## config.mk

```make
export PLATFORM = sky130hd
export DESIGN_NAME = coordinate_pair_text_parser
export DESIGN_NICKNAME = d
export VERILOG_FILES = /design/src/sv/cptp_pkg.sv /design/src/sv/cptp_front.sv /design/src/sv/cptp_queue.sv /design/src/sv/cptp_back.sv /design/src/sv/coordinate_pair_text_parser.sv
export SDC_FILE = /design/constraint.sdc
export NUM_CORES = 1
export LEC_CHECK = 0
export BUFFER_PORTS_ARGS = -buffer_cell sky130_fd_sc_hd__buf_2
export CORE_MARGIN = 2
export CORE_UTILIZATION = 45
export CTS_CLUSTER_DIAMETER = 120
export DETAILED_ROUTE_END_ITERATION = 6
export SLEW_MARGIN = 30
export SYNTH_ARGS = -nofsm -noshare
export SYNTH_HDL_FRONTEND = slang
export SYNTH_SLANG_ARGS = --single-unit
```

## constraint.sdc

```tcl
create_clock -name clk -period 14.2 [get_ports clk]
set_input_delay 1.42 -clock clk [delete_from_list [all_inputs] [get_ports clk]]
set_output_delay 1.42 -clock clk [all_outputs]
set_load 0.01 [all_outputs]
```

## src/sv/cptp_pkg.sv

```systemverilog
package cptp_pkg;

  localparam int FRAC_DIGITS = 6;
  localparam int SCALE       = 10 ** FRAC_DIGITS;
  localparam int FRAC_W      = $clog2(SCALE);
  localparam int FCNT_W      = $clog2(FRAC_DIGITS + 1);

  localparam int WHOLE_W     = 15;
  localparam int WHOLE_SAT   = 32767;
  localparam int LIM_W       = 8;
  localparam int LAT_LIMIT   = 90;
  localparam int LON_LIMIT   = 180;

  localparam int LAT_W       = 28;
  localparam int LON_W       = 29;

  localparam int QUEUE_DEPTH = 4;
  localparam int QPTR_W      = $clog2(QUEUE_DEPTH);
  localparam int QCNT_W      = $clog2(QUEUE_DEPTH + 1);

  localparam logic [7:0] CH_SPACE = 8'h20;
  localparam logic [7:0] CH_PLUS  = 8'h2B;
  localparam logic [7:0] CH_MINUS = 8'h2D;
  localparam logic [7:0] CH_POINT = 8'h2E;
  localparam logic [7:0] CH_ZERO  = 8'h30;
  localparam logic [7:0] CH_NINE  = 8'h39;

  typedef enum logic [2:0] {
    CK_SPACE,
    CK_SIGN,
    CK_DIGIT,
    CK_POINT,
    CK_OTHER,
    CK_EOL
  } cptp_kind_t;

  typedef struct packed {
    cptp_kind_t  kind;
    logic        minus;
    logic [3:0]  digit;
  } cptp_item_t;

  // Weight of the fraction digit at position k (0 is the first after the point).
  function automatic logic [FRAC_W-1:0] place_value(input logic [FCNT_W-1:0] k);
    logic [FRAC_W-1:0] v;
    v = FRAC_W'(1);
    for (int i = 0; i < FRAC_DIGITS - 1; i++) begin
      if (i >= int'(k)) begin
        v = FRAC_W'(v * FRAC_W'(10));
      end
    end
    return v;
  endfunction

endpackage

```

## src/sv/cptp_front.sv

```systemverilog
module cptp_front
  import cptp_pkg::*;
(
  input  logic       in_valid,
  input  logic [7:0] in_character,
  input  logic       in_end_of_line,
  output logic       in_stall,
  input  logic       q_full,
  output logic       q_push,
  output cptp_item_t q_item
);

  logic [7:0] digit_code;

  assign in_stall   = q_full;
  assign q_push     = in_valid && !q_full;
  assign digit_code = in_character - CH_ZERO;

  always_comb begin
    q_item.minus = (in_character == CH_MINUS);
    q_item.digit = digit_code[3:0];
    if (in_end_of_line) begin
      q_item.kind = CK_EOL;
    end else if (in_character == CH_SPACE) begin
      q_item.kind = CK_SPACE;
    end else if (in_character == CH_PLUS || in_character == CH_MINUS) begin
      q_item.kind = CK_SIGN;
    end else if (in_character >= CH_ZERO && in_character <= CH_NINE) begin
      q_item.kind = CK_DIGIT;
    end else if (in_character == CH_POINT) begin
      q_item.kind = CK_POINT;
    end else begin
      q_item.kind = CK_OTHER;
    end
  end

endmodule

```

## src/sv/cptp_queue.sv

```systemverilog
module cptp_queue
  import cptp_pkg::*;
(
  input  logic       clk,
  input  logic       rst_n,
  input  logic       push,
  input  cptp_item_t push_item,
  output logic       full,
  input  logic       pop,
  output logic       head_valid,
  output cptp_item_t head_item
);

  cptp_item_t        mem_r [QUEUE_DEPTH];
  logic [QPTR_W-1:0] wr_ptr_r, wr_ptr_nxt;
  logic [QPTR_W-1:0] rd_ptr_r, rd_ptr_nxt;
  logic [QCNT_W-1:0] count_r, count_nxt;

  assign full       = (count_r == QCNT_W'(QUEUE_DEPTH));
  assign head_valid = (count_r != '0);
  assign head_item  = mem_r[rd_ptr_r];

  always_comb begin
    wr_ptr_nxt = push ? wr_ptr_r + QPTR_W'(1) : wr_ptr_r;
    rd_ptr_nxt = pop  ? rd_ptr_r + QPTR_W'(1) : rd_ptr_r;
    count_nxt  = count_r + QCNT_W'(push) - QCNT_W'(pop);
  end

  always_ff @(posedge clk) begin
    if (!rst_n) begin
      wr_ptr_r <= '0;
      rd_ptr_r <= '0;
      count_r  <= '0;
    end else begin
      wr_ptr_r <= wr_ptr_nxt;
      rd_ptr_r <= rd_ptr_nxt;
      count_r  <= count_nxt;
    end
  end

  always_ff @(posedge clk) begin
    if (push) begin
      mem_r[wr_ptr_r] <= push_item;
    end
  end

endmodule

```

## src/sv/cptp_back.sv

```systemverilog
module cptp_back
  import cptp_pkg::*;
(
  input  logic                    clk,
  input  logic                    rst_n,
  input  logic                    q_valid,
  input  cptp_item_t              q_item,
  output logic                    q_pop,
  output logic                    out_valid,
  input  logic                    out_stall,
  output logic                    out_valid_res,
  output logic signed [LAT_W-1:0] out_latitude,
  output logic signed [LON_W-1:0] out_longitude
);

  typedef enum logic [5:0] {
    PH_BETWEEN = 6'b000001,
    PH_SIGN    = 6'b000010,
    PH_WHOLE   = 6'b000100,
    PH_POINT   = 6'b001000,
    PH_FRAC    = 6'b010000,
    PH_BAD     = 6'b100000
  } cptp_phase_t;

  cptp_phase_t        phase_r, phase_nxt;
  logic [1:0]         count_r, count_nxt;
  logic               minus_r, minus_nxt;
  logic [WHOLE_W-1:0] whole_r, whole_nxt;
  logic [FRAC_W-1:0]  frac_r, frac_nxt;
  logic [FCNT_W-1:0]  fcnt_r, fcnt_nxt;
  logic               err_r, err_nxt;

  logic [LIM_W-1:0]   sav_whole_r, sav_whole_nxt;
  logic [FRAC_W-1:0]  sav_frac_r, sav_frac_nxt;
  logic               sav_minus_r, sav_minus_nxt;

  logic               out_valid_r, out_valid_nxt;
  logic               res_r, res_nxt;
  logic [LAT_W-1:0]   lat_r, lat_nxt;
  logic [LON_W-1:0]   lon_r, lon_nxt;

  logic               out_ready;
  logic [LIM_W-1:0]   limit;
  logic               fin_err;
  logic               fin_lat;
  logic               line_ok;
  logic [WHOLE_W+4:0] whole_x10;
  logic [FRAC_W-1:0]  frac_add;
  logic [LAT_W-1:0]   lat_mag;
  logic [LON_W-1:0]   lon_mag;

  assign out_valid     = out_valid_r;
  assign out_valid_res = res_r;
  assign out_latitude  = lat_r;
  assign out_longitude = lon_r;

  assign out_ready = !out_valid_r || !out_stall;
  assign q_pop     = q_valid && (q_item.kind != CK_EOL || out_ready);

  // The range test compares the whole part with the limit: a value at the limit is
  // only out of range when it also carries a non-zero fraction.
  always_comb begin
    limit   = (count_r == 2'd1) ? LIM_W'(LAT_LIMIT) : LIM_W'(LON_LIMIT);
    fin_err = (phase_r == PH_SIGN) || (phase_r == PH_BAD) ||
              (whole_r > WHOLE_W'(limit)) ||
              ((whole_r == WHOLE_W'(limit)) && (frac_r != '0));
    fin_lat = (count_r == 2'd1) && !fin_err;
    line_ok = !err_r && (count_r == 2'd2) &&
              ((phase_r == PH_BETWEEN) || !fin_err);
    whole_x10 = (WHOLE_W+5)'(whole_r) * (WHOLE_W+5)'(10) + (WHOLE_W+5)'(q_item.digit);
    frac_add  = FRAC_W'(place_value(fcnt_r) * FRAC_W'(q_item.digit));
    lat_mag   = LAT_W'(sav_whole_r) * LAT_W'(SCALE) + LAT_W'(sav_frac_r);
    lon_mag   = LON_W'(whole_r[LIM_W-1:0]) * LON_W'(SCALE) + LON_W'(frac_r);
  end

  always_comb begin
    phase_nxt     = phase_r;
    count_nxt     = count_r;
    minus_nxt     = minus_r;
    whole_nxt     = whole_r;
    frac_nxt      = frac_r;
    fcnt_nxt      = fcnt_r;
    err_nxt       = err_r;
    sav_whole_nxt = sav_whole_r;
    sav_frac_nxt  = sav_frac_r;
    sav_minus_nxt = sav_minus_r;
    out_valid_nxt = out_valid_r && out_stall;
    res_nxt       = res_r;
    lat_nxt       = lat_r;
    lon_nxt       = lon_r;

    if (q_pop) begin
      if (q_item.kind == CK_EOL) begin
        out_valid_nxt = 1'b1;
        res_nxt       = line_ok;
        lat_nxt       = line_ok ? (sav_minus_r ? -lat_mag : lat_mag) : '0;
        lon_nxt       = line_ok ? (minus_r ? -lon_mag : lon_mag) : '0;
        phase_nxt     = PH_BETWEEN;
        count_nxt     = '0;
        minus_nxt     = 1'b0;
        whole_nxt     = '0;
        frac_nxt      = '0;
        fcnt_nxt      = '0;
        err_nxt       = 1'b0;
        sav_whole_nxt = '0;
        sav_frac_nxt  = '0;
        sav_minus_nxt = 1'b0;
      end else if (q_item.kind == CK_SPACE) begin
        if (phase_r != PH_BETWEEN) begin
          if (fin_err) begin
            err_nxt = 1'b1;
          end
          if (fin_lat) begin
            sav_whole_nxt = whole_r[LIM_W-1:0];
            sav_frac_nxt  = frac_r;
            sav_minus_nxt = minus_r;
          end
          phase_nxt = PH_BETWEEN;
        end
      end else begin
        case (phase_r)
          PH_BETWEEN: begin
            if (count_r != 2'd3) begin
              count_nxt = count_r + 2'd1;
            end
            if (count_r >= 2'd2) begin
              err_nxt = 1'b1;
            end
            minus_nxt = 1'b0;
            whole_nxt = '0;
            frac_nxt  = '0;
            fcnt_nxt  = '0;
            if (q_item.kind == CK_SIGN) begin
              minus_nxt = q_item.minus;
              phase_nxt = PH_SIGN;
            end else if (q_item.kind == CK_DIGIT) begin
              whole_nxt = WHOLE_W'(q_item.digit);
              phase_nxt = PH_WHOLE;
            end else begin
              phase_nxt = PH_BAD;
            end
          end
          PH_SIGN, PH_WHOLE: begin
            if (q_item.kind == CK_DIGIT) begin
              whole_nxt = (whole_x10 > (WHOLE_W+5)'(WHOLE_SAT)) ?
                          WHOLE_W'(WHOLE_SAT) : whole_x10[WHOLE_W-1:0];
              phase_nxt = PH_WHOLE;
            end else if (q_item.kind == CK_POINT && phase_r == PH_WHOLE) begin
              phase_nxt = PH_POINT;
            end else begin
              phase_nxt = PH_BAD;
            end
          end
          PH_POINT, PH_FRAC: begin
            if (q_item.kind == CK_DIGIT && fcnt_r < FCNT_W'(FRAC_DIGITS)) begin
              frac_nxt  = frac_r + frac_add;
              fcnt_nxt  = fcnt_r + FCNT_W'(1);
              phase_nxt = PH_FRAC;
            end else begin
              phase_nxt = PH_BAD;
            end
          end
          default: begin
            phase_nxt = PH_BAD;
          end
        endcase
      end
    end
  end

  always_ff @(posedge clk) begin
    if (!rst_n) begin
      phase_r     <= PH_BETWEEN;
      count_r     <= '0;
      minus_r     <= 1'b0;
      whole_r     <= '0;
      frac_r      <= '0;
      fcnt_r      <= '0;
      err_r       <= 1'b0;
      sav_whole_r <= '0;
      sav_frac_r  <= '0;
      sav_minus_r <= 1'b0;
      out_valid_r <= 1'b0;
    end else begin
      phase_r     <= phase_nxt;
      count_r     <= count_nxt;
      minus_r     <= minus_nxt;
      whole_r     <= whole_nxt;
      frac_r      <= frac_nxt;
      fcnt_r      <= fcnt_nxt;
      err_r       <= err_nxt;
      sav_whole_r <= sav_whole_nxt;
      sav_frac_r  <= sav_frac_nxt;
      sav_minus_r <= sav_minus_nxt;
      out_valid_r <= out_valid_nxt;
    end
  end

  always_ff @(posedge clk) begin
    res_r <= res_nxt;
    lat_r <= lat_nxt;
    lon_r <= lon_nxt;
  end

endmodule

```

## src/sv/coordinate_pair_text_parser.sv

```systemverilog
// After its end-of-line item is transferred, a result passes through the
// four-entry queue and then the parser into its output register.
// Throughput: one character per cycle while the queue is not full (in_stall);
// the output register lets the next line enter while a result waits.
// Reset: synchronous, active low; clears the queue, parser and output valid.
module coordinate_pair_text_parser
  import cptp_pkg::*;
(
  input  logic                    clk,
  input  logic                    rst_n,
  input  logic                    in_valid,
  output logic                    in_stall,
  input  logic [7:0]              in_character,
  input  logic                    in_end_of_line,
  output logic                    out_valid,
  input  logic                    out_stall,
  output logic                    out_valid_res,
  output logic signed [LAT_W-1:0] out_latitude,
  output logic signed [LON_W-1:0] out_longitude
);

  logic       q_full;
  logic       q_push;
  cptp_item_t q_push_item;
  logic       q_pop;
  logic       q_valid;
  cptp_item_t q_head;

  cptp_front u_front (
    .in_valid       (in_valid),
    .in_character   (in_character),
    .in_end_of_line (in_end_of_line),
    .in_stall       (in_stall),
    .q_full         (q_full),
    .q_push         (q_push),
    .q_item         (q_push_item)
  );

  cptp_queue u_queue (
    .clk        (clk),
    .rst_n      (rst_n),
    .push       (q_push),
    .push_item  (q_push_item),
    .full       (q_full),
    .pop        (q_pop),
    .head_valid (q_valid),
    .head_item  (q_head)
  );

  cptp_back u_back (
    .clk           (clk),
    .rst_n         (rst_n),
    .q_valid       (q_valid),
    .q_item        (q_head),
    .q_pop         (q_pop),
    .out_valid     (out_valid),
    .out_stall     (out_stall),
    .out_valid_res (out_valid_res),
    .out_latitude  (out_latitude),
    .out_longitude (out_longitude)
  );

endmodule

```

Yosys cells after proc, flatten, opt, wreduce, memory -nomap -nowiden
Memory sizes are Yosys's and may differ from the RTL's. A register that Yosys moved wholly into a read port is not among the register bits. Cells that the tools add are included.

Bits in registers: 143. Memory bits (writable): 32. Bits of input ports: 13. Output and inout bits: 60. Memories kept: 1.

Memories: u_queue.mem_r (depth 4, bits a word 8, read ports 1, clocked after memory_dff 1, write ports 1, line cptp_queue.sv:14) `cptp_item_t mem_r [QUEUE_DEPTH];`.

Add/subtract/negate cells: 13. $mul: 8. $lt $le $gt $ge: 11. Eq/ne operators: 26. Muxes and demuxes: 69. Reduce and logical (&&, ||, !) cells: 44.

Operators with widths (count): two-way mux 20 bit (11); two-way mux 15 bit (5); multiplier 20 x 3 -> 19 bit (second input constant) (3); two-way mux 6 bit (8); multiplier 8 x 14 -> 22 bit (second input constant) (2); two-way mux 8 bit (5); one-hot mux 20 bit (2 select lines) (1); == test 8 x 6 -> 1 bit (second input constant) (4); one-hot mux 15 bit (2 select lines) (1); adder 28 x 20 -> 29 bit (1); two-way mux 29 bit (1); negator 29 bit (1); adder 28 x 20 -> 28 bit (1); two-way mux 28 bit (1); negator 28 bit (1); two-way mux 3 bit (8); adder 19 x 4 -> 20 bit (1); adder 20 bit (1); greater-than comparator 20 x 15 -> 1 bit (second input constant) (1); multiplier 20 x 4 -> 20 bit (1); nonzero test 20 bit (1); multiplier 15 x 3 -> 18 bit (second input constant) (1); two-way mux 1 bit (18); one-hot mux 6 bit (3 select lines) (1); other kinds (46) (92).

Logic depth before layout (Yosys ltp)
Depth in word-level cells: 16. Gate-level depth with buffers: 42. Gate-level depth less buffers: 41.

Cells and area by module
Synthesis repeated with hierarchy kept, for this count alone.

Cell total of the unflattened synthesis: 2067. Area total of the unflattened synthesis: 18477.7 um2.

By module, submodules not included: cptp_back (instances 1, cells each 1954, area each 16672.2 um2, seq. area each 3303.2 um2); cptp_queue (instances 1, cells each 85, area each 1601.5 um2, seq. area each 1141.1 um2); cptp_front (instances 1, cells each 28, area each 203.9 um2, seq. area each 0.0 um2).

Least setup slack after synthesis
No wires, ideal clock.

Kind: reg2reg. Start: reg u_back.fcnt_r[2]. End: reg u_back.frac_r[17]. Setup time: 0.118 ns. Arrival: 8.058 ns. Path slack: 6.023 ns. Cell stages (with the launch flop): 41. Buffers on the path: 3. Path through: dfxtp_1 > clkbuf_1 > clkbuf_1 > clkbuf_1 > nor2_1 > ha_1 > inv_1 > or3_1 > nand2_1 > ha_1 > ha_1 > a21o_1 > a21oi_1 > o21bai_1 > a21oi_1 > o21bai_1 > a21oi_1 > o21bai_1 > [... 5 more ...] > and3_1 > a31oi_1 > xnor2_1 > nand2_1 > nor2_1 > fa_1 > fa_1 > inv_1 > fa_1 > inv_1 > ha_1 > nand2_1 > nor2_1 > a221oi_1 > nor2b_1 > xnor2_1 > a22oi_1 > nor2b_1.

Cells in the longest elaborated chain, start to end: 16. Elaborated cells on any way between the ends: 24. Classes of those cells: add/sub (1); mul (5); order compare (6); eq/ne (1); mux (9); reduce/logical (2).

RTL lines: start: declaration (line cptp_back.sv:30) `logic [FCNT_W-1:0] fcnt_r, fcnt_nxt;`; start signal: assignment (line cptp_back.sv:190) `fcnt_r <= fcnt_nxt;`; greater-or-equal comparator 1 x 3 -> 1 bit (line cptp_pkg.sv:48) `if (i >= int'(k)) begin`; two-way mux 4 bit (line cptp_pkg.sv:48); multiplier 4 x 3 -> 7 bit (line cptp_pkg.sv:49) `v = FRAC_W'(v * FRAC_W'(10));`; two-way mux 20 bit (line cptp_pkg.sv:48); multiplier 20 x 3 -> 19 bit (line cptp_pkg.sv:49); two-way mux 20 bit (line cptp_pkg.sv:48); multiplier 20 x 3 -> 19 bit (line cptp_pkg.sv:49); two-way mux 20 bit (line cptp_pkg.sv:48); multiplier 20 x 3 -> 19 bit (line cptp_pkg.sv:49); two-way mux 20 bit (line cptp_pkg.sv:48); multiplier 20 x 4 -> 20 bit (line cptp_back.sv:71) `frac_add = FRAC_W'(place_value(fcnt_r) * FRAC_W'(q_item.digit));`; adder 20 bit (line cptp_back.sv:156) `frac_nxt = frac_r + frac_add;`; two-way mux 20 bit (line cptp_back.sv:155) `if (q_item.kind == CK_DIGIT && fcnt_r < FCNT_W'(FRAC_DIGITS)) begin`; one-hot mux 20 bit (2 select lines) (line cptp_back.sv:121) `case (phase_r)`; two-way mux 20 bit (line cptp_back.sv:108) `end else if (q_item.kind == CK_SPACE) begin`; two-way mux 20 bit (line cptp_back.sv:93) `if (q_item.kind == CK_EOL) begin`; end signal: assignment (line cptp_back.sv:189) `frac_r <= frac_nxt;`; end: declaration (line cptp_back.sv:29) `logic [FRAC_W-1:0] frac_r, frac_nxt;`.

Several ways; a longest one is shown, not always the timed one. The select of a mux whose other input is x is not followed. A chain may end at the register's enable or synchronous reset.

Worst setup path in the final report
Start: reg u_back.fcnt_r[2]. End: reg u_back.frac_r[19].

Same word-level chain as after synthesis.

==> run summary <==
Outcome: finished clean
Synth area leader: ha_1
Final Hold Fails: 0
DP HPWL: 32500 um
Resized Gates After CTS: 0
Final min period: 8.976 ns
Gate power share: 54.6%
Max Clock Freq: 111.4 MHz
Worst Skew: 0.01116 ns
Final setup violating endpoints: 0
Crit start category: flop
CTS root buffer: clkbuf_16
Routed vias: 14300
Yosys reg bits: 177
Skew-Pair Late Insertion Delay: 0.46 ns
Worst hold margin: 0.4875 ns
R2R Path End: u_back.frac_r[19]
Peak VDD IR: 0.1194 mV
Number of synthesized flops with an enable pin: 90
Antenna viol nets, final: 0
Post-layout util: 49.66%
Post-synthesis sequential area ratio: 24.20%
Critical path data arrival time: 9.33 ns
Distinct cells, synth: 92
Sequential share of power: 26.4%
Multi-input gate area: 12900 um^2
Crit-path max cell delay: 0.54 ns
Pleak: 9.174 nW
RSZ-0062 raised after global routing: no
Power Density: 127.2 nW/um^2
Initial antenna violation count: 0
Wirelength per Cell: 15.43 um
Fill cell count: 3822
Max Cap Viol: 0
Most used flip-flop cell after synthesis: edfxtp_1
Layout area overhead: 8.204%
Die area: 42430 um^2
GRT overflow: 0
Share of cells above drive strength 1: 7.975%
Die width: 206.0 um
I/O pin total: 73
CP max-delay cell: fa_1
Seq. cell area: 4444 um^2
CP startpoint: u_back.fcnt_r[2]
Final Cycle Share: 63.21%
Vias in the first global route: 14130
Slew headroom: 41.50%
Sw Ratio: 42.69%
Worst Reg-to-Reg Cells: 39
Final wirelength: 40810 um
Data required, critical path: 14.56 ns
Setup TNS: 0 ns
Async S/R FF share, synth: 0%
Clock H-tree levels: 4
Hold bufs inserted after CTS: 0
Synthesized area per cell: 8.900 um^2
Worst setup endpoint: u_back.frac_r[19]
Crit Path Category: flop to flop
R2R Path Start: u_back.fcnt_r[2]
Worst-Margin Slew: 0.8695 ns
Pins Over Slew Limit: 0
Overall Global Routing Usage: 20.18%
CTS tree: done
DRC viols: 0
FF-to-FF setup slack: 5.22 ns
Clock transition at the registers of the reported paths: 0.07 ns
Top cell type's share of synthesized area: 16.83%
Most frequent cells in the layout: 247 x ha_1, 209 x inv_1, 175 x nor2_1, 160 x nand2_1, 109 x xnor2_1
Placer congestion estimate: 0.8661
First-pass GRT wire length: 69220 um
Crit-path max FO: 27
First-pass DRT Iterations: 5
Hold Path Class: flop to flop
Site Rows: 73
Overall power: 2.527 mW
Largest net degree at the start of global routing: 91
Setup bufs post-CTS: 0
Diode count: 0
Internal power: 1.448 mW
Iter 0 DRT Violations: 708
Final #Nets: 2457
Crit. End Element: flop
Post-Syn Area: 18360 um^2
PortBufs: 72
Area of the core: 40010 um^2
Vias per cell: 5.407
Clock share of power: 19.0%
Sink Count: 177
Most common cell after layout, fill and taps aside: ha_1
Die H: 206.0 um
Dominant cells by area after synthesis: ha_1 17%, edfxtp_1 15%, fa_1 9.9%
Yosys warns: 0
Num CTS Buffers: 17
P_sw: 1.079 mW
Starting density of the core: 45.90%
Syn Nets: 2414
Clock Path Buffers: 2
Cells after Synth: 2063
==> worst min-delay path by stage <==
stage | startpoint | endpoint | slack [ns] | depth (start not counted)
4_1_cts | u_back.sav_frac_r[6] | u_back.sav_frac_r[6] | 0.49 | 2
3_5_place_dp | u_back.sav_frac_r[6] | u_back.sav_frac_r[6] | 0.48 | 2
3_3_place_gp | u_back.err_r | u_back.err_r | 0.48 | 1
5_1_grt | u_back.sav_frac_r[11] | u_back.sav_frac_r[11] | 0.52 | 2
6_report | u_back.sav_frac_r[6] | u_back.sav_frac_r[6] | 0.49 | 2
2_1_floorplan | u_back.sav_frac_r[11] | u_back.sav_frac_r[11] | 0.46 | 2
==> metal layers <==
metal	global-route usage [%]	wire length (um)	part of all wire, %	up-vias
met5	0	0	0	-
met4	5.638	669	1.6	0
met3	2.113	1465	3.6	40
met2	34.49	18950	46	229
met1	27.05	19720	48	6756
li1	-	-	-	7270
==> final cells by class <==
class,count,share of cell area [%]
tap,525,3.306
timing repair buffer,85,2.305
multi-input combinational,1611,64.94
clock buffer,22,2.607
inverter,214,4.056
sequential,177,22.37
clock inverter,10,0.4156
==> cell families after synthesis <==
group	Yosys count	synth area share, %
AOI/OAI and AO/OA	409	15.07
xor gates and xnor gates	182	8.831
adders and majority gates	338	26.75
buffers and inverters	275	5.656
DFF	177	24.20
muxes	29	1.901
other	1	0.02042
and+or+nand+nor	652	17.57
==> critical path: cells and delay by family (launching register included) <==
kind	cells	cell delay (ns)
AND/OR/NAND/NOR	11	2.14
AO/OA/AOI/OAI	9	1.77
buffers and inverters	7	0.92
adder cells (fa/ha/maj)	10	3.43
flip-flops	1	0.30
XOR/XNOR	2	0.32
==> power groups by stage <==
stage          sequential, mW  clock, mW  combinational, mW
2_1_floorplan           0.694          0               1.06
3_3_place_gp            0.679          0               1.34
3_5_place_dp            0.681          0               1.38
4_1_cts                 0.670      0.494               1.39
5_1_grt                 0.676      0.514               1.59
6_report                0.667      0.481               1.38
==> synthesized netlist by cell type, types with 5 or more instances <==
cell / number
or3_1: 14
a221oi_1: 6
nand4_1: 17
inv_1: 210
o31ai_1: 19
edfxtp_1: 90
mux2i_1: 18
a21bo_2: 7
a21o_1: 31
ha_1: 247
nand3_1: 59
and2_1: 37
nand2b_1: 28
nand3b_1: 12
o21ai_1: 12
a31oi_1: 26
o21a_1: 16
xnor2_1: 109
o211ai_1: 7
nor2b_1: 42
o31a_1: 5
clkbuf_1: 55
nor4_1: 15
nor2_1: 175
dfxtp_1: 87
or2_2: 8
a21boi_0: 34
nor3_1: 36
o21ai_0: 75
a21oi_1: 81
a211oi_1: 12
a22oi_1: 16
xor2_1: 71
a211o_1: 5
o21bai_1: 14
buf_2: 5
and3_1: 18
fa_1: 91
mux2_2: 6
nand2_1: 160
==> stage by stage <==
step / area (um^2) / setup slack [ns] / std cells
4_1_cts: 19870 / 5.271 / 2644
6_report: 19870 / 5.224 / 2644
5_1_grt: 19870 / 4.531 / 2644
3_3_place_gp: 19250 / 5.516 / 2612
3_5_place_dp: 19270 / 5.333 / 2612
2_1_floorplan: 18360 / 6.023 / 2063
==> state kept, by name (all words and copies together) (netlist names), named ones only <==
signal                cells
u_queue.mem_r            32
u_back.out_longitude     29
u_back.out_latitude      28
u_back.frac_r            20
u_back.sav_frac_r        20
u_back.whole_r           15
u_back.sav_whole_r        8
u_back.phase_r            6
u_back.fcnt_r             3
u_queue.count_r           3
u_back.count_r            2
u_queue.rd_ptr_r          2
u_queue.wr_ptr_r          2
u_back.err_r              1
u_back.minus_r            1
u_back.out_valid          1
u_back.out_valid_res      1
u_back.sav_minus_r        1
Power figures use the tool's default switching activity.
